## src/rtl/utt_pkg.sv

```systemverilog
`default_nettype none
// ----------------------------------------------------------------------------
// utt_pkg
// Shared types, constants and the code point to UTF-16 unit mapping.
// ----------------------------------------------------------------------------
package utt_pkg;

    localparam int UTT_QDEPTH = 4;

    localparam logic [31:0] CP_MAX       = 32'h0010_FFFF;
    localparam logic [31:0] SUPP_BASE    = 32'h0001_0000;
    localparam logic [15:0] HI_SURR_BASE = 16'hD800;
    localparam logic [15:0] LO_SURR_BASE = 16'hDC00;
    localparam logic [7:0]  CONT_MASK    = 8'hC0;
    localparam logic [7:0]  CONT_TAG     = 8'h80;
    localparam logic [7:0]  SIX_BIT_MASK = 8'h3F;
    localparam logic [7:0]  ASCII_TOP    = 8'h7F;
    localparam logic [7:0]  CONT_TOP     = 8'hBF;
    localparam logic [7:0]  LEAD2_TOP    = 8'hDF;
    localparam logic [7:0]  LEAD3_TOP    = 8'hEF;

    // up to two 16-bit units for one code point
    typedef struct packed {
        logic [1:0]  n;
        logic [15:0] u0;
        logic [15:0] u1;
    } t_point_units;

    // one queue entry: the units that one input byte produces, in order
    typedef struct packed {
        logic [1:0]       n;
        logic [2:0][15:0] u;
    } t_entry;

    function automatic t_point_units point_units(input logic [31:0] cp, input logic en);
        t_point_units r;
        logic [31:0]  v;
        r = '0;
        v = cp - SUPP_BASE;
        if (en && cp <= CP_MAX) begin
            if (cp >= SUPP_BASE) begin
                r.n  = 2'd2;
                r.u0 = HI_SURR_BASE + {6'd0, v[19:10]};
                r.u1 = LO_SURR_BASE + {6'd0, v[9:0]};
            end else begin
                r.n  = 2'd1;
                r.u0 = cp[15:0];
            end
        end
        return r;
    endfunction

endpackage
`default_nettype wire

```

## src/rtl/utt_ifs.sv

```systemverilog
`default_nettype none
// ----------------------------------------------------------------------------
// utt_ifs
// Valid/ready channel interfaces for the byte input and byte output streams.
// ----------------------------------------------------------------------------
interface utt_in_if;
    logic       valid;
    logic       ready;
    logic [7:0] in_byte;
    logic       is_last;

    modport source (output valid, output in_byte, output is_last, input ready);
    modport sink   (input valid, input in_byte, input is_last, output ready);
endinterface

interface utt_out_if;
    logic       valid;
    logic       ready;
    logic [7:0] out_byte;
    logic       end_of_run;

    modport source (output valid, output out_byte, output end_of_run, input ready);
    modport sink   (input valid, input out_byte, input end_of_run, output ready);
endinterface
`default_nettype wire

```

## src/rtl/utt_front.sv

```systemverilog
`default_nettype none
// ----------------------------------------------------------------------------
// utt_front
// Accepts UTF-8 bytes, runs the lenient decoder and queues the UTF-16 units
// each byte completes.
// ----------------------------------------------------------------------------
module utt_front
    import utt_pkg::*;
(
    input  wire logic   i_clk,
    input  wire logic   i_rst_n,
    utt_in_if.sink      i_in,
    input  wire logic   i_full,
    output logic        o_push,
    output t_entry      o_entry
);

    logic [31:0]  r_acc, n_acc;
    logic         r_pend, n_pend;
    logic         r_ended, n_ended;
    logic         accept;
    logic         cont;
    logic         last;
    logic [7:0]   b;
    logic [31:0]  new_acc;
    t_point_units pa, pb;

    assign i_in.ready = !i_full;
    assign accept     = i_in.valid && !i_full;
    assign b          = i_in.in_byte;
    assign last       = i_in.is_last;
    assign cont       = (b & CONT_MASK) == CONT_TAG;

    always_comb begin
        priority if (b <= ASCII_TOP) begin
            new_acc = {24'd0, b};
        end else if (b <= CONT_TOP) begin
            new_acc = {r_acc[25:0], 6'd0} | {24'd0, b & SIX_BIT_MASK};
        end else if (b <= LEAD2_TOP) begin
            new_acc = {27'd0, b[4:0]};
        end else if (b <= LEAD3_TOP) begin
            new_acc = {28'd0, b[3:0]};
        end else begin
            new_acc = {29'd0, b[2:0]};
        end
    end

    // pending point closes on a non-continuation byte; the new one on the last byte
    assign pa = point_units(r_acc, !r_ended && r_pend && !cont);
    assign pb = point_units(new_acc, !r_ended && last && (b != 8'd0));

    always_comb begin
        o_entry.n    = 2'(pa.n + pb.n);
        o_entry.u[0] = (pa.n != 2'd0) ? pa.u0 : pb.u0;
        o_entry.u[1] = (pa.n == 2'd2) ? pa.u1 : ((pa.n == 2'd1) ? pb.u0 : pb.u1);
        o_entry.u[2] = (pa.n == 2'd2) ? pb.u0 : pb.u1;
        o_push       = accept && ((pa.n != 2'd0) || (pb.n != 2'd0));
    end

    always_comb begin
        n_acc   = r_acc;
        n_pend  = r_pend;
        n_ended = r_ended;
        if (accept) begin
            if (r_ended) begin
                if (last) begin
                    n_ended = 1'b0;
                    n_acc   = '0;
                    n_pend  = 1'b0;
                end
            end else if (b == 8'd0) begin
                n_acc   = '0;
                n_pend  = 1'b0;
                n_ended = !last;
            end else if (last) begin
                n_acc  = '0;
                n_pend = 1'b0;
            end else begin
                n_acc  = new_acc;
                n_pend = 1'b1;
            end
        end
    end

    always_ff @(posedge i_clk) begin
        if (!i_rst_n) begin
            r_acc   <= '0;
            r_pend  <= 1'b0;
            r_ended <= 1'b0;
        end else begin
            r_acc   <= n_acc;
            r_pend  <= n_pend;
            r_ended <= n_ended;
        end
    end

endmodule
`default_nettype wire

```

## src/rtl/utt_queue.sv

```systemverilog
`default_nettype none
// ----------------------------------------------------------------------------
// utt_queue
// Short FIFO of decoded entries between the decoder and the serialiser.
// ----------------------------------------------------------------------------
module utt_queue
    import utt_pkg::*;
#(
    parameter int DEPTH = UTT_QDEPTH
) (
    input  wire logic   i_clk,
    input  wire logic   i_rst_n,
    input  wire logic   i_push,
    input  wire t_entry i_entry,
    output logic        o_full,
    input  wire logic   i_pop,
    output logic        o_valid,
    output t_entry      o_entry
);

    localparam int AW = (DEPTH > 1) ? $clog2(DEPTH) : 1;
    localparam int CW = $clog2(DEPTH + 1);

    t_entry          r_mem [DEPTH];
    logic [AW-1:0]   r_wr, n_wr;
    logic [AW-1:0]   r_rd, n_rd;
    logic [CW-1:0]   r_cnt, n_cnt;
    logic            do_push, do_pop;

    assign o_full  = r_cnt == CW'(DEPTH);
    assign o_valid = r_cnt != '0;
    assign o_entry = r_mem[r_rd];
    assign do_push = i_push && !o_full;
    assign do_pop  = i_pop && o_valid;

    always_comb begin
        n_wr  = r_wr;
        n_rd  = r_rd;
        n_cnt = r_cnt;
        if (do_push) begin
            n_wr = (r_wr == AW'(DEPTH - 1)) ? '0 : r_wr + 1'b1;
        end
        if (do_pop) begin
            n_rd = (r_rd == AW'(DEPTH - 1)) ? '0 : r_rd + 1'b1;
        end
        if (do_push && !do_pop) begin
            n_cnt = r_cnt + 1'b1;
        end else if (do_pop && !do_push) begin
            n_cnt = r_cnt - 1'b1;
        end
    end

    always_ff @(posedge i_clk) begin
        if (do_push) begin
            r_mem[r_wr] <= i_entry;
        end
    end

    always_ff @(posedge i_clk) begin
        if (!i_rst_n) begin
            r_wr  <= '0;
            r_rd  <= '0;
            r_cnt <= '0;
        end else begin
            r_wr  <= n_wr;
            r_rd  <= n_rd;
            r_cnt <= n_cnt;
        end
    end

endmodule
`default_nettype wire

```

## src/rtl/utt_back.sv

```systemverilog
`default_nettype none
// ----------------------------------------------------------------------------
// utt_back
// Serialises queued UTF-16 units into bytes in the selected byte order.
// ----------------------------------------------------------------------------
module utt_back
    import utt_pkg::*;
(
    input  wire logic   i_clk,
    input  wire logic   i_rst_n,
    input  wire logic   i_big_endian,
    input  wire logic   i_valid,
    input  wire t_entry i_entry,
    output logic        o_pop,
    utt_out_if.source   o_out
);

    t_entry      r_ent, n_ent;
    logic        r_busy, n_busy;
    logic [2:0]  r_idx, n_idx;
    logic        r_out_valid, n_out_valid;
    logic [7:0]  r_out_byte, n_out_byte;
    logic        r_out_end, n_out_end;
    logic        adv, fire, last_byte;
    logic [2:0]  last_idx;
    logic [15:0] unit;

    assign adv       = !r_out_valid || o_out.ready;
    assign fire      = r_busy && adv;
    assign last_idx  = {r_ent.n, 1'b0} - 3'd1;
    assign last_byte = r_idx == last_idx;
    assign o_pop     = i_valid && (!r_busy || (fire && last_byte));

    always_comb begin
        unique case (r_idx[2:1])
            2'd0:    unit = r_ent.u[0];
            2'd1:    unit = r_ent.u[1];
            default: unit = r_ent.u[2];
        endcase
    end

    always_comb begin
        n_ent       = r_ent;
        n_busy      = r_busy;
        n_idx       = r_idx;
        n_out_valid = r_out_valid;
        n_out_byte  = r_out_byte;
        n_out_end   = r_out_end;
        if (adv) begin
            n_out_valid = r_busy;
        end
        if (fire) begin
            // odd byte of a unit is the high byte in little-endian order
            n_out_byte = (r_idx[0] ^ i_big_endian) ? unit[15:8] : unit[7:0];
            n_out_end  = last_byte;
            n_idx      = r_idx + 3'd1;
            if (last_byte) begin
                n_busy = 1'b0;
            end
        end
        if (o_pop) begin
            n_ent  = i_entry;
            n_idx  = '0;
            n_busy = 1'b1;
        end
    end

    always_ff @(posedge i_clk) begin
        if (!i_rst_n) begin
            r_busy      <= 1'b0;
            r_idx       <= '0;
            r_out_valid <= 1'b0;
        end else begin
            r_busy      <= n_busy;
            r_idx       <= n_idx;
            r_out_valid <= n_out_valid;
        end
        r_ent      <= n_ent;
        r_out_byte <= n_out_byte;
        r_out_end  <= n_out_end;
    end

    assign o_out.valid      = r_out_valid;
    assign o_out.out_byte   = r_out_byte;
    assign o_out.end_of_run = r_out_end;

    a_busy_nonempty: assert property (@(posedge i_clk) disable iff (!i_rst_n)
        r_busy |-> (r_ent.n != 2'd0))
        else $error("serialiser holds an empty entry");

    a_idx_range: assert property (@(posedge i_clk) disable iff (!i_rst_n)
        r_busy |-> (r_idx <= last_idx))
        else $error("byte index past end of entry");

    a_stall_hold: assert property (@(posedge i_clk) disable iff (!i_rst_n)
        (r_out_valid && !o_out.ready) |=> (r_out_valid && $stable(r_out_byte)
            && $stable(r_out_end)))
        else $error("output moved during stall");

endmodule
`default_nettype wire

```

## src/rtl/utf8_to_utf16_transcoder.sv

```systemverilog
`default_nettype none
// ----------------------------------------------------------------------------
// utf8_to_utf16_transcoder
// Lenient UTF-8 to UTF-16 byte stream transcoder with selectable byte order.
// ----------------------------------------------------------------------------
//  Port      Dir  Handshake        Payload
//  i_in      in   valid/ready      in_byte[7:0], is_last
//  o_out     out  valid/ready      out_byte[7:0], end_of_run
//  i_cfg_*   in   write enable     big_endian (bit 0 of i_cfg_wdata)
//
//  One input byte is taken per cycle while the unit queue has room; the
//  serialiser sends one output byte per cycle while the output is ready, so
//  an item yields two bytes per 16-bit unit it yields (two for ASCII, at most
//  six); one yielding no unit is not queued. The first output byte passes
//  through the queue, the serialiser's entry register, then the output
//  register. Synchronous active-low reset clears decoder state, queue and byte order.
//  Output stalls fill the queue and then hold off input; no data is dropped.
// ----------------------------------------------------------------------------
module utf8_to_utf16_transcoder
    import utt_pkg::*;
#(
    parameter int QDEPTH = UTT_QDEPTH
) (
    input  wire logic       i_clk,
    input  wire logic       i_rst_n,
    utt_in_if.sink          i_in,
    utt_out_if.source       o_out,
    input  wire logic       i_cfg_we,
    input  wire logic [0:0] i_cfg_wdata
);

    logic   r_big_endian;
    logic   push, full, pop, q_valid;
    t_entry push_entry, q_entry;

    always_ff @(posedge i_clk) begin
        if (!i_rst_n) begin
            r_big_endian <= 1'b0;
        end else if (i_cfg_we) begin
            r_big_endian <= i_cfg_wdata[0];
        end
    end

    utt_front u_front (
        .i_clk   (i_clk),
        .i_rst_n (i_rst_n),
        .i_in    (i_in),
        .i_full  (full),
        .o_push  (push),
        .o_entry (push_entry)
    );

    utt_queue #(
        .DEPTH (QDEPTH)
    ) u_queue (
        .i_clk   (i_clk),
        .i_rst_n (i_rst_n),
        .i_push  (push),
        .i_entry (push_entry),
        .o_full  (full),
        .i_pop   (pop),
        .o_valid (q_valid),
        .o_entry (q_entry)
    );

    utt_back u_back (
        .i_clk        (i_clk),
        .i_rst_n      (i_rst_n),
        .i_big_endian (r_big_endian),
        .i_valid      (q_valid),
        .i_entry      (q_entry),
        .o_pop        (pop),
        .o_out        (o_out)
    );

endmodule
`default_nettype wire
```

## src/flat_wrapper.sv

```systemverilog
// flat-port wrapper written by rule: the top's interface ports become plain ports
module utf8_to_utf16_transcoder_flat import utt_pkg::*;
#(
    parameter int QDEPTH = UTT_QDEPTH
)
  (i_clk, i_rst_n, i_cfg_we, i_cfg_wdata, i_in_valid, i_in_in_byte, i_in_is_last, i_in_ready, o_out_valid, o_out_out_byte, o_out_end_of_run, o_out_ready);
  utt_in_if i_in_i ();
  utt_out_if o_out_i ();
  input  wire logic i_clk;
  input  wire logic i_rst_n;
  input  wire logic i_cfg_we;
  input  wire logic [0:0] i_cfg_wdata;
  input wire logic [$bits(i_in_i.valid)-1:0] i_in_valid;
  input wire logic [$bits(i_in_i.in_byte)-1:0] i_in_in_byte;
  input wire logic [$bits(i_in_i.is_last)-1:0] i_in_is_last;
  output wire logic [$bits(i_in_i.ready)-1:0] i_in_ready;
  output wire logic [$bits(o_out_i.valid)-1:0] o_out_valid;
  output wire logic [$bits(o_out_i.out_byte)-1:0] o_out_out_byte;
  output wire logic [$bits(o_out_i.end_of_run)-1:0] o_out_end_of_run;
  input wire logic [$bits(o_out_i.ready)-1:0] o_out_ready;
  assign i_in_i.valid = i_in_valid;
  assign i_in_i.in_byte = i_in_in_byte;
  assign i_in_i.is_last = i_in_is_last;
  assign i_in_ready = i_in_i.ready;
  assign o_out_valid = o_out_i.valid;
  assign o_out_out_byte = o_out_i.out_byte;
  assign o_out_end_of_run = o_out_i.end_of_run;
  assign o_out_i.ready = o_out_ready;
  utf8_to_utf16_transcoder #(.QDEPTH(QDEPTH)) u_core (.i_clk(i_clk), .i_rst_n(i_rst_n), .i_in(i_in_i), .o_out(o_out_i), .i_cfg_we(i_cfg_we), .i_cfg_wdata(i_cfg_wdata));
endmodule
```

## config.mk

```make
export PLATFORM = sky130hd
export DESIGN_NAME = utf8_to_utf16_transcoder_flat
export DESIGN_NICKNAME = d
export VERILOG_FILES = /design/src/rtl/utt_pkg.sv /design/src/rtl/utt_ifs.sv /design/src/rtl/utt_front.sv /design/src/rtl/utt_queue.sv /design/src/rtl/utt_back.sv /design/src/rtl/utf8_to_utf16_transcoder.sv /design/src/flat_wrapper.sv
export SDC_FILE = /design/constraint.sdc
export NUM_CORES = 1
export LEC_CHECK = 0
export ABC_CLOCK_PERIOD_IN_PS = 4660
export BUFFER_PORTS_ARGS = -buffer_cell sky130_fd_sc_hd__buf_4
export CELL_PAD_IN_SITES_DETAIL_PLACEMENT = 1
export CELL_PAD_IN_SITES_GLOBAL_PLACEMENT = 1
export CORE_ASPECT_RATIO = 0.9
export CORE_UTILIZATION = 41
export CTS_CLUSTER_SIZE = 16
export DETAILED_ROUTE_END_ITERATION = 12
export GPL_ROUTABILITY_DRIVEN = 0
export HOLD_SLACK_MARGIN = 0.05
export PLACE_DENSITY = 0.66
export SLEW_MARGIN = 40
export SYNTH_ARGS = -nofsm -noshare
export SYNTH_HDL_FRONTEND = slang
export SYNTH_SLANG_ARGS = --single-unit
```

## constraint.sdc

```tcl
create_clock -name i_clk -period 4.66 [get_ports i_clk]
set_input_delay 0.233 -clock i_clk [delete_from_list [all_inputs] [get_ports i_clk]]
set_output_delay 0.233 -clock i_clk [all_outputs]
set_load 0.02 [all_outputs]
```

# Word level (Yosys, flattened, before mapping)
# Memory sizes are Yosys's and may differ from the RTL's. A register that Yosys moved wholly into a read port is not among the register bits.
# Index checks and enable logic that the tools add are counted.
[totals] n_memories=1 mem_bits_rw=200 inputBits=15 ff_bits=56 wordCells=119 out_inout_bits=11
[memory_table] name="u_core.u_queue.r_mem" words=4 width=50 read_ports=1 rd_ports_with_merged_regs=1 wr=1 line="utt_queue.sv:24" rtl="t_entry r_mem [DEPTH];"
[op_classes] mux=35 order_cmp=8 bitwise=3 n_eq_ne=9 reduce_logical=38 add_sub_neg=13
[op_table] cell="32-bit two-way mux" n=6
[op_table] cell="16-bit two-way mux" n=6
[op_table] cell="34-bit two-way mux" n=2
[op_table] cell="15-bit by 11-bit adder with 16-bit output, first input constant" n=4
[op_table] cell="32-bit by 17-bit >= comparator with 1-bit output, second input constant" n=2
[op_table] cell="32-bit by 21-bit <= comparator with 1-bit output, second input constant" n=2
[op_table] cell="20-bit by 17-bit subtractor with 20-bit output, second input constant" n=2
[op_table] cell="18-bit two-way mux" n=2
[op_table] cell="32-bit by 6-bit bitwise OR with 32-bit output" n=1
[op_table] cell="16-bit one-hot mux with 2 select lines" n=1
[op_table] cell="8-bit <= comparator, second input constant" n=3
[op_table] cell="1-bit logical AND" n=15
[op_table] cell="1-bit two-way mux" n=11
[op_table] cell="2-bit nonzero test" n=5
[op_table] cell="2-bit equality test, second input constant" n=4
[op_table] cell="8-bit by 7-bit <= comparator with 1-bit output, second input constant" n=1
[op_table] cell="1-bit logical NOT" n=8
[op_table] cell="8-bit logical NOT" n=1
[op_table] cell="8-bit two-way mux" n=1
[op_table] cell="8-bit nonzero test" n=1
[op_table] cell="3-bit by 1-bit adder with 3-bit output, second input constant" n=2
[op_table] cell="3-bit two-way mux" n=2
[op_table] cell="3-bit by 1-bit subtractor with 3-bit output, second input constant" n=2
[op_table] cell="5-bit two-way mux" n=1
[op_table] cell="other kinds (15)" n=21

# Logic depth before layout (Yosys ltp)
# Gate-level depths: netlist (run 1).
[logic_depth] depth_word=17 ltp_mapped=18 depth_no_buf=14

# By module
# Synthesis (run 1) repeated with hierarchy kept, for this count alone.
[unflattened] cells_unflattened=768 hier_area_um2=12912.4
[by_module_without_submodules] module="utt_queue" seq_area_each_um2=6185.9 area_per_inst_um2=7753.7 instances=1 cells_per_inst=313
[by_module_without_submodules] module="utt_front" seq_area_each_um2=680.7 area_per_inst_um2=2632.5 instances=1 cells_per_inst=334
[by_module_without_submodules] module="utt_back" seq_area_each_um2=1871.8 area_per_inst_um2=2489.9 instances=1 cells_per_inst=118
[by_module_without_submodules] module="utf8_to_utf16_transcoder" seq_area_each_um2=20.0 area_per_inst_um2=36.3 instances=1 cells_per_inst=3

# Least setup slack after synthesis (run 1)
# OpenSTA, ideal clock, no wires.
[synth_path] path_type="flip-flop to flip-flop" startpoint="reg u_core.u_back.r_idx[2]" endpoint="reg u_core.u_queue.r_cnt[2]" period_less_slack_ps=4555 setup_slack_ps=105 setup_ps=71 n_path_buf=1 stages_incl_launch_ff=13 arrival_ps=4484 required_ps=4589 cell_sequence="dfxtp_1 -> clkbuf_1 -> xnor2_1 -> mux2i_1 -> a31oi_1 -> nor2_1 -> inv_1 -> ha_1 -> inv_1 -> fa_1 -> xor2_1 -> or3_1 -> a21oi_1"
[synth_between] elab_chain_cells=8 word_cells_on_any_way=10 classes_between="eq/ne: 1; mux: 1; reduce/logical: 8"
[synth_lines] item="from (decl)" line="utt_back.sv:20" rtl="logic [2:0] r_idx, n_idx;"
[synth_lines] item="from (signal assigned)" line="utt_back.sv:75" rtl="r_idx <= n_idx;"
[synth_lines] item="3-bit equality test (*)" line="utt_back.sv:31" rtl="assign last_byte = r_idx == last_idx;"
[synth_lines] item="1-bit logical AND (*)" line="utt_back.sv:32" rtl="assign o_pop = i_valid && (!r_busy || (fire && last_byte));"
[synth_lines] item="1-bit logical OR (*)" line="utt_back.sv:32"
[synth_lines] item="1-bit logical AND (*)" line="utt_back.sv:32"
[synth_lines] item="named net u_core.pop" line="utf8_to_utf16_transcoder.sv:33" rtl="logic push, full, pop, q_valid;"
[synth_lines] item="1-bit logical AND (*)" line="utt_queue.sv:34" rtl="assign do_pop = i_pop && o_valid;"
[synth_lines] item="1-bit logical NOT" line="utt_queue.sv:46" rtl="if (do_push && !do_pop) begin"
[synth_lines] item="1-bit logical AND" line="utt_queue.sv:46"
[synth_lines] item="3-bit two-way mux or 2-bit nonzero test (tied branches)"
[synth_lines] item="to (signal assigned)" line="utt_queue.sv:67" rtl="r_cnt <= n_cnt;"
[synth_lines] item="to (decl)" line="utt_queue.sv:27" rtl="logic [CW-1:0] r_cnt, n_cnt;"
# Mark *: on every way through the listed nets, which the timed path passes. The rest lies on a longest branch.
# A chain may end at the register's enable or synchronous reset.

# Worst setup path after layout (run 1)
[layout_path] startpoint="reg u_core.u_front.r_acc[11]" endpoint="reg u_core.u_queue.r_cnt[2]"
[layout_between] elab_chain_cells=13 word_cells_on_any_way=23 classes_between="order compare: 4; mux: 7; bitwise: 1; reduce/logical: 11"
[layout_lines] item="from (decl)" line="utt_front.sv:18" rtl="logic [31:0] r_acc, n_acc;"
[layout_lines] item="from (signal assigned)" line="utt_front.sv:91" rtl="r_acc <= n_acc;"
[layout_lines] item="32-bit by 6-bit bitwise OR with 32-bit output" line="utt_front.sv:38" rtl="new_acc = {r_acc[25:0], 6'd0} | {24'd0, b & SIX_BIT_MASK};"
[layout_lines] item="32-bit two-way mux" line="utt_front.sv:37" rtl="end else if (b <= CONT_TOP) begin"
[layout_lines] item="32-bit two-way mux" line="utt_front.sv:35" rtl="priority if (b <= ASCII_TOP) begin"
[layout_lines] item="32-bit by 17-bit >= comparator with 1-bit output or 32-bit by 21-bit <= comparator with 1-bit output (tied branches)" line="utt_pkg.sv:41, utt_pkg.sv:40"
[layout_lines] item="18-bit two-way mux or 1-bit logical AND (tied branches)" line="utt_pkg.sv:41, utt_pkg.sv:40"
[layout_lines] item="34-bit two-way mux" line="utt_pkg.sv:40" rtl="if (en && cp <= CP_MAX) begin"
[layout_lines] item="2-bit nonzero test" line="utt_front.sv:57" rtl="o_push = accept && ((pa.n != 2'd0) || (pb.n != 2'd0));"
[layout_lines] item="1-bit logical OR (*)" line="utt_front.sv:57"
[layout_lines] item="1-bit logical AND (*)" line="utt_front.sv:57"
[layout_lines] item="1-bit logical AND (*)" line="utt_queue.sv:33" rtl="assign do_push = i_push && !o_full;"
[layout_lines] item="named net u_core.u_queue.do_push" line="utt_queue.sv:28" rtl="logic do_push, do_pop;"
[layout_lines] item="1-bit logical NOT" line="utt_queue.sv:48" rtl="end else if (do_pop && !do_push) begin"
[layout_lines] item="1-bit logical AND" line="utt_queue.sv:48"
[layout_lines] item="2-bit nonzero test (no source line)"
# Marked as above.

==> reports/qor.csv, run 1 <==
stage;metric;value;unit
synthesis;ys_seq_area_share;69.9;%
clock_network;cts_tree;built;
sta;finalClockSkew;0.0221;ns
worst_setup_path;cp_slowest_cell;a21oi_2;
detailed_routing;dr.pass1.iters;4;
clock_network;clk_path_buf_depth;3;
hold_path;whs_path_depth;4;
detailed_routing;ant_nets;0;
synthesis;yosys_warnings;0;
worst_setup_path;crit_buf_inv;2;
sta;hold_viol;0;
place;dp_hpwl;18.4;mm
sta;finalSetupViolations;0;
clock_network;cts-buffers-inserted;31;
power;pwr_density_cell;547;nW/um^2
floorplan;row_count;60;
final_layout;final_cell_mix;edfxtp_1 (259), mux4_2 (58), nor2_1 (57), dfxtp_1 (45), buf_4 (37);
synthesis;synth.avg_cell_area;16.3;sq um
clock_network;htree_num_levels;1;
floorplan;boundaryPins;26;
floorplan;core_area;29900;sq um
final_layout;nets;842;
worst_setup_path;end_kind;flip-flop;
sta;slew_viol_final;0;
synthesis;synth_edf_count;259;
hold_path;min_to;u_core.u_front.r_acc[3];
synthesis;yosys_register_bits;306;
worst_setup_path;rrSetupSlack;1.05;ns
floorplan;die_area;31100;sq um
synthesis;ys_types;65;
power;peakVddDrop;0.000364;V
power;p_leak;0.00486;uW
grt;overflow;0;
sta;max_slew_margin;44.1;%
detailed_routing;routed_via_density;5.57;
clock_network;clk_latency;0.57;ns
sta;fin_crit;3.61;ns
final_layout;area_growth;15.7;%
sta;fmax;277;MHz
detailed_routing;wire_per_inst;23.0;um
clock_network;post_cts_buffers;0;
worst_setup_path;max_stage_delay;0.41;ns
sta;tightest_slew;0.838;ns
sta;rsz0062_at_grt;false;
grt;grt_max_degree;53;
floorplan;die_h;167;um
worst_setup_path;reg2reg_to;u_core.u_queue.r_cnt[2];
worst_setup_path;crit_chain;nand2_1 -> ha_1 -> inv_1 -> o31ai_1 -> a31o_2 -> nand2_1 -> a21oi_2 -> ha_1 -> inv_1 -> fa_1 -> xor2_1 -> or3_1 -> a21oi_1;
final_layout;drive_gt1_share;21.5;%
worst_setup_path;worstSetupPathType;reg -> reg;
worst_setup_path;reg2regPathDepth;13;
clock_network;cts-root-buf;clkbuf_16;
worst_setup_path;critPathLaunchType;flip-flop;
clock_network;cts.clk_slew.worst_paths;0.07;ns
outcome;outcome;complete, no violations;
synthesis;synth_ff_type;edfxtp_1;
final_layout;antenna_cells;0;
synthesis;async_reset_ff_share;0;%
grt;grt_pass1_wl;44.3;mm
final_layout;final_util;48.3;%
floorplan;die_width;186;um
worst_setup_path;crit_family;compound AO/OA/AOI/OAI gates;
detailed_routing;drt_iter0_drc;585;
synthesis;syn_inst;766;
job;drv_cap;0;
grt;antenna_found_initial;0;
worst_setup_path;reg2reg_from;u_core.u_front.r_acc[11];
worst_setup_path;crit_arrival;4.10;ns
clock_network;cts_sinks;306;
place;port_buffers;25;
hold_path;min_path_type;in -> reg;
sta;period_share;77.4;%
worst_setup_path;worstPathMaxFanout;9;
sta;tns;0;ns
final_layout;final_common_cell;edfxtp_1;
floorplan;initial_core_util;41.8;%
hold_path;min_from;i_in_in_byte[4];
worst_setup_path;required;5.15;ns
grt;track_usage;19.1;%
detailed_routing;via_count;6919;
synthesis;synthesis.area;12500;sq um
detailed_routing;drc;0;
grt;grt_pass1_vias;7407;
power;total_power;7890;uW
detailed_routing;totalWireLength;28.6;mm
==> worst max path at each step <==
stage / start / to / cells past startpoint
after floorplan: u_core.u_back.r_idx[2] / u_core.u_queue.r_cnt[2] / 12
after global placement: i_in_in_byte[7] / u_core.u_queue.r_cnt[2] / 15
after detailed placement: i_in_in_byte[7] / u_core.u_queue.r_cnt[2] / 15
after CTS: u_core.u_front.r_acc[11] / u_core.u_queue.r_cnt[2] / 13
after global routing: u_core.u_front.r_acc[11] / u_core.u_queue.r_cnt[2] / 13
final: u_core.u_front.r_acc[11] / u_core.u_queue.r_cnt[2] / 13
==> timing repair <==
item / CTS / global route
hold buffers: 10 / 0
gates resized for setup: 0 / 0
hold endpoints to repair: 9 / 0
==> registers in the layout, indices dropped and copies added, names as in the netlist, 2 cells and up <==
name                          flops
u_core.u_front.r_acc             32
u_core.u_back.r_idx               3
u_core.u_queue.r_cnt              3
u_core.u_queue.r_rd               2
u_core.u_back.r_ent              50
u_core.u_back.o_out.out_byte      8
u_core.u_queue.r_mem            200
u_core.u_queue.r_wr               2
==> worst min-delay path: stages <==
cell and delay, ns:
buf_4 0.13, nand4_1 0.11, a32oi_1 0.10, nor2_1 0.08
==> stage by stage <==
stage                     hold WS, ns  instances  area [sq um]  setup WS, ns
after floorplan                 0.329        773         12500         0.105
after global placement          0.459       1174         13200          1.13
after detailed placement        0.474       1174         13200         0.997
after CTS                       0.103       1242         14400          1.10
after global routing            0.144       1242         14400         0.858
final                           0.121       1242         14400          1.05
==> synth_stat cells, types with 2 or more instances <==
master,n,area share [%]
a21oi_1,30,1.2
a21oi_2,2,0.14
a221o_1,2,0.16
a22o_1,5,0.35
a22oi_1,31,1.9
a31oi_1,5,0.25
a32oi_1,3,0.21
and2_1,17,0.85
and3_1,6,0.30
buf_1,5,0.15
buf_2,7,0.28
buf_6,2,0.18
clkbuf_1,28,0.84
dfxtp_1,47,7.5
edfxtp_1,259,62
ha_1,12,1.2
inv_1,17,0.51
mux2i_1,24,1.9
mux4_2,58,10
nand2_1,27,0.81
nand2b_1,4,0.20
nand4_1,3,0.15
nor2_1,58,1.7
nor2b_1,2,0.10
nor3_1,14,0.56
nor3b_1,2,0.12
nor4_1,8,0.40
nor4b_1,3,0.21
o211ai_1,2,0.12
o21ai_0,19,0.76
o21bai_1,2,0.12
o22ai_1,9,0.45
or2_2,4,0.20
or3_1,5,0.25
or3_4,2,0.18
or4_1,2,0.12
xnor2_1,7,0.49
xor2_1,6,0.42
==> report_power, final <==
part	internal [uW]	leakage (uW)	switching, uW
combinational	681	0.00146	805
sequential	3510	0.00286	254
clock	1600	0.000536	1040
==> final cells by class <==
cell class                      count  area (sq um)
Fill cell                        2911         15400
Sequential cell                   306          8720
Multi-Input combinational cell    405          3580
Clock buffer                       36           825
Tap cell                          403           504
Timing Repair Buffer               51           458
Clock inverter                     22           274
Inverter                           19          71.3
==> cells by family (layout without fill, tap and decap cells) <==
| logic type | count (synthesis) | count (layout) | share of synthesized area [%] |
|---|---|---|---|
| DFF | 306 | 306 | 69.9 |
| muxes | 83 | 83 | 12.5 |
| xor gates and xnor gates | 13 | 13 | 0.913 |
| other | 1 | 8 | 0.0301 |
| AOI/OAI and AO/OA | 123 | 123 | 6.50 |
| adders and majority gates | 13 | 13 | 1.36 |
| and+or+nand+nor | 165 | 165 | 6.77 |
| buffers and inverters | 62 | 128 | 2.07 |
==> layer usage <==
metal	part of all wire [%]	GRT usage, %	up-vias
met5	0	0	-
met4	1.7	4.35	0
met3	5.3	3.89	31
met2	49	31.4	177
met1	44	26.1	3597
li1	-	-	3114
Power figures use the tool's default switching activity.
==> inputs of run 2 (changes only) <==
Settings changed: ABC_AREA from default to 1, ABC_CLOCK_PERIOD_IN_PS 4660 to 3300, PLACE_DENSITY 0.66 to 0.69.
Clock period 4.66 ns to 3.3 ns, I/O delays scaled along.
==> reports/qor.csv, run 2 <==
stage;metric;value;unit;change
outcome;outcome;complete, no violations;;unchanged
final_layout;antenna_cells;0;;unchanged
synthesis;synth_ff_type;edfxtp_1;;unchanged
synthesis;synth.avg_cell_area;10.8;sq um;was 16.3 sq um
sta;slew_viol_final;0;;unchanged
clock_network;htree_num_levels;2;;was 1
hold_path;min_path_type;in -> reg;;unchanged
detailed_routing;drt_iter0_drc;690;;was 585
detailed_routing;via_count;9304;;was 6,919
grt;grt_pass1_wl;55.3;mm;was 44.3 mm
clock_network;cts_sinks;306;;unchanged
synthesis;yosys_register_bits;306;;unchanged
synthesis;yosysMostFrequentCell;edfxtp_1;;unchanged
synthesis;synth_edf_count;259;;unchanged
floorplan;die_width;191;um;was 186 um
final_layout;final_util;48.0;%;was 48.3%
synthesis;ys_seq_area_share;66.1;%;was 69.9%
synthesis;ys_types;45;;was 65
clock_network;cts.clk_slew.worst_paths;0.06;ns;was 0.07 ns
floorplan;row_count;61;;was 60
synthesis;synth_common_cells;edfxtp_1 (259), nor2_1 (174), nand2_1 (132);;was edfxtp_1 (259), mux4_2 (58), nor2_1 (58)
grt;grt_pass1_vias;9412;;was 7,407
floorplan;core_area;31300;sq um;was 29,900 sq um
place;pre_cts_ws;0.650;ns;was 0.997 ns
grt;track_usage;22.3;%;was 19.1%
synthesis;async_reset_ff_share;0;%;unchanged
sta;hold_viol;0;;unchanged
synthesis;synth_top_area_share;59.0;%;was 62.3%
sta;fin_crit;2.67;ns;
power;p_leak;0.00551;uW;was 0.00486 uW
sta;fmax;374;MHz;
final_layout;largest_reg_flops;200;;unchanged
sta;finalClockSkew;0.0196;ns;was 0.0221 ns
synthesis;syn_inst;1216;;was 766
worst_setup_path;required;3.55;ns;was 5.15 ns
worst_setup_path;worstSetupPathType;in -> reg;;was reg -> reg
worst_setup_path;critPathLaunchType;input port;;was flip-flop
floorplan;boundaryPins;26;;unchanged
grt;grt_max_degree;53;;unchanged
detailed_routing;totalWireLength;35.9;mm;was 28.6 mm
final_layout;regArea;8720;sq um;about the same
final_layout;regMostFlops;u_core.u_queue.r_mem;;unchanged
clock_network;clk_path_buf_depth;3;;unchanged
sta;period_share;81.0;%;
sta;rsz0062_at_grt;false;;unchanged
clock_network;cts_tree;built;;unchanged
final_layout;multi_input_area;3800;sq um;was 3580 sq um
synthesis;synthesis.area;13200;sq um;was 12,500 sq um
worst_setup_path;worstPathMaxFanout;25;;was 9
final_layout;fillers;3408;;was 2,911
synthesis;yosys_warnings;0;;unchanged
clock_network;cts-buffers-inserted;34;;was 31
final_layout;final_common_cell;edfxtp_1;;unchanged
final_layout;nets;1278;;was 842
sta;tightest_slew;0.647;ns;was 0.838 ns
detailed_routing;ant_nets;0;;unchanged
floorplan;die_h;172;um;was 167 um
detailed_routing;drc;0;;unchanged
clock_network;clk_latency;0.51;ns;was 0.57 ns
power;peakVddDrop;0.000495;V;was 0.000364 V
floorplan;initial_core_util;42.2;%;was 41.8%
detailed_routing;routed_via_density;5.53;;was 5.57
final_layout;area_growth;14.0;%;was 15.7%
place;dp_hpwl;22.8;mm;was 18.4 mm
floorplan;die_area;32900;sq um;was 31,100 sq um
detailed_routing;wire_per_inst;21.4;um;was 23.0 um
synthesis;synth_area_leaders;edfxtp_1 (59%), dfxtp_1 (7.1%), nor2_1 (5.0%), o21ai_0 (4.8%), nand2_1 (3.8%);;was edfxtp_1 (62%), mux4_2 (10%), dfxtp_1 (7.5%), mux2i_1 (1.9%), a22oi_1 (1.9%)
final_layout;final_cell_mix;edfxtp_1 (259), nor2_1 (170), nand2_1 (132), o21ai_0 (126), inv_1 (93);;was edfxtp_1 (259), mux4_2 (58), nor2_1 (57), dfxtp_1 (45), buf_4 (37)
final_layout;drive_gt1_share;12.3;%;was 21.5%
grt;overflow;0;;unchanged
sta;max_slew_margin;56.9;%;was 44.1%
worst_setup_path;end_kind;flip-flop;;unchanged
grt;antenna_found_initial;1;;was 0
final_layout;reg_top3;u_core.u_queue.r_mem x200, u_core.u_back.r_ent x50, u_core.u_front.r_acc x32;;unchanged
sta;setup_ws;0.628;ns;was 1.05 ns
sta;tns;0;ns;unchanged
place;port_buffers;25;;unchanged
synthesis;yosysTopAreaCell;edfxtp_1;;unchanged
worst_setup_path;crit_arrival;2.92;ns;was 4.10 ns
clock_network;cts-root-buf;clkbuf_16;;unchanged
job;drv_cap;0;;unchanged
detailed_routing;dr.pass1.iters;5;;was 4
sta;finalSetupViolations;0;;unchanged
power;pwr_density_cell;784;nW/um^2;was 547 nW/um^2
run 2: area by class of cell:
cell class / instances / share of cell area [%]
clock buffers: 40 / 6.02
clock inverters: 18 / 0.949
inverters: 112 / 2.80
multi-input cells: 739 / 25.3
flip-flops and latches: 306 / 58.0
well taps: 409 / 3.40
repair buffers: 57 / 3.55
run 2: per-layer routing:
layer / routed length (um) / GRT usage [%] / vias up
li1: - / - / 4356
met2: 16900 / 36.6 / 246
met1: 16700 / 31.0 / 4652
met4: 714 / 5.94 / 0
met3: 1670 / 3.00 / 50
met5: 0 / 0 / -
run 2: path summary, 6_finish.rpt:
check | start | to | slack [ns] | cells after the start
max | i_in_in_byte[6] | u_core.u_queue.r_mem[2][49] | 0.63 | 17
min | i_in_in_byte[1] | u_core.u_front.r_acc[1] | 0.08 | 5
max reg2reg | u_core.u_front.r_acc[10] | u_core.u_queue.r_mem[2][49] | 0.66 | 14
min reg2reg | u_core.u_front.r_acc[28] | u_core.u_front.r_acc[28] | 0.46 | 2
run 2: report_power, final:
group | total (uW) | internal (uW) | switching (uW)
logic | 2840 | 822 | 2020
clock network | 3630 | 2110 | 1510
registers | 5320 | 5040 | 280
run 2: repair_timing:
item / in CTS / in global routing
gates resized for setup: 0 / 0
setup buffers: 0 / 0
endpoints found under the hold margin: 11 / 0
hold buffers: 7 / 0
run 2: cells by family (layout without fill, tap and decap cells):
logic type               count (synthesis)  in the layout  synth area share, %
AO/OA/AOI/OAI                          275            275                 11.6
XOR/XNOR                                 8              8                0.531
adder cells (fa/ha/maj)                 13             13                 1.29
buffers and inverters                  178            227                 5.53
flip-flops                             306            306                 66.1
other                                    1              8               0.0284
AND/OR/NAND/NOR                        435            435                 15.0
run 2: worst max-delay path: stages:
cell and delay, ns:
dlygate4sd3_1 0.54, buf_4 0.16, inv_2 0.07, nand2_2 0.05, nor2_1 0.25, ha_1 0.21
nand3_1 0.08, nor2_1 0.10, nand2_1 0.07, nor2_2 0.09, nand2_2 0.17, nand2_4 0.34
nand2_4 0.18, nand2_1 0.20, nand2_1 0.07, nand2_1 0.06, nand2_1 0.09
run 2: through the flow:
step / cell area, sq um / total power (uW) / hold slack (ns) / cells
floorplan: 13200 / 7080 / 0.255 / 1223
global placement: 13900 / 8110 / 0.357 / 1616
detailed placement: 13900 / 8250 / 0.367 / 1616
CTS: 15000 / 11900 / 0.0688 / 1681
global route: 15000 / 12300 / 0.117 / 1681
finish: 15000 / 11800 / 0.0829 / 1681
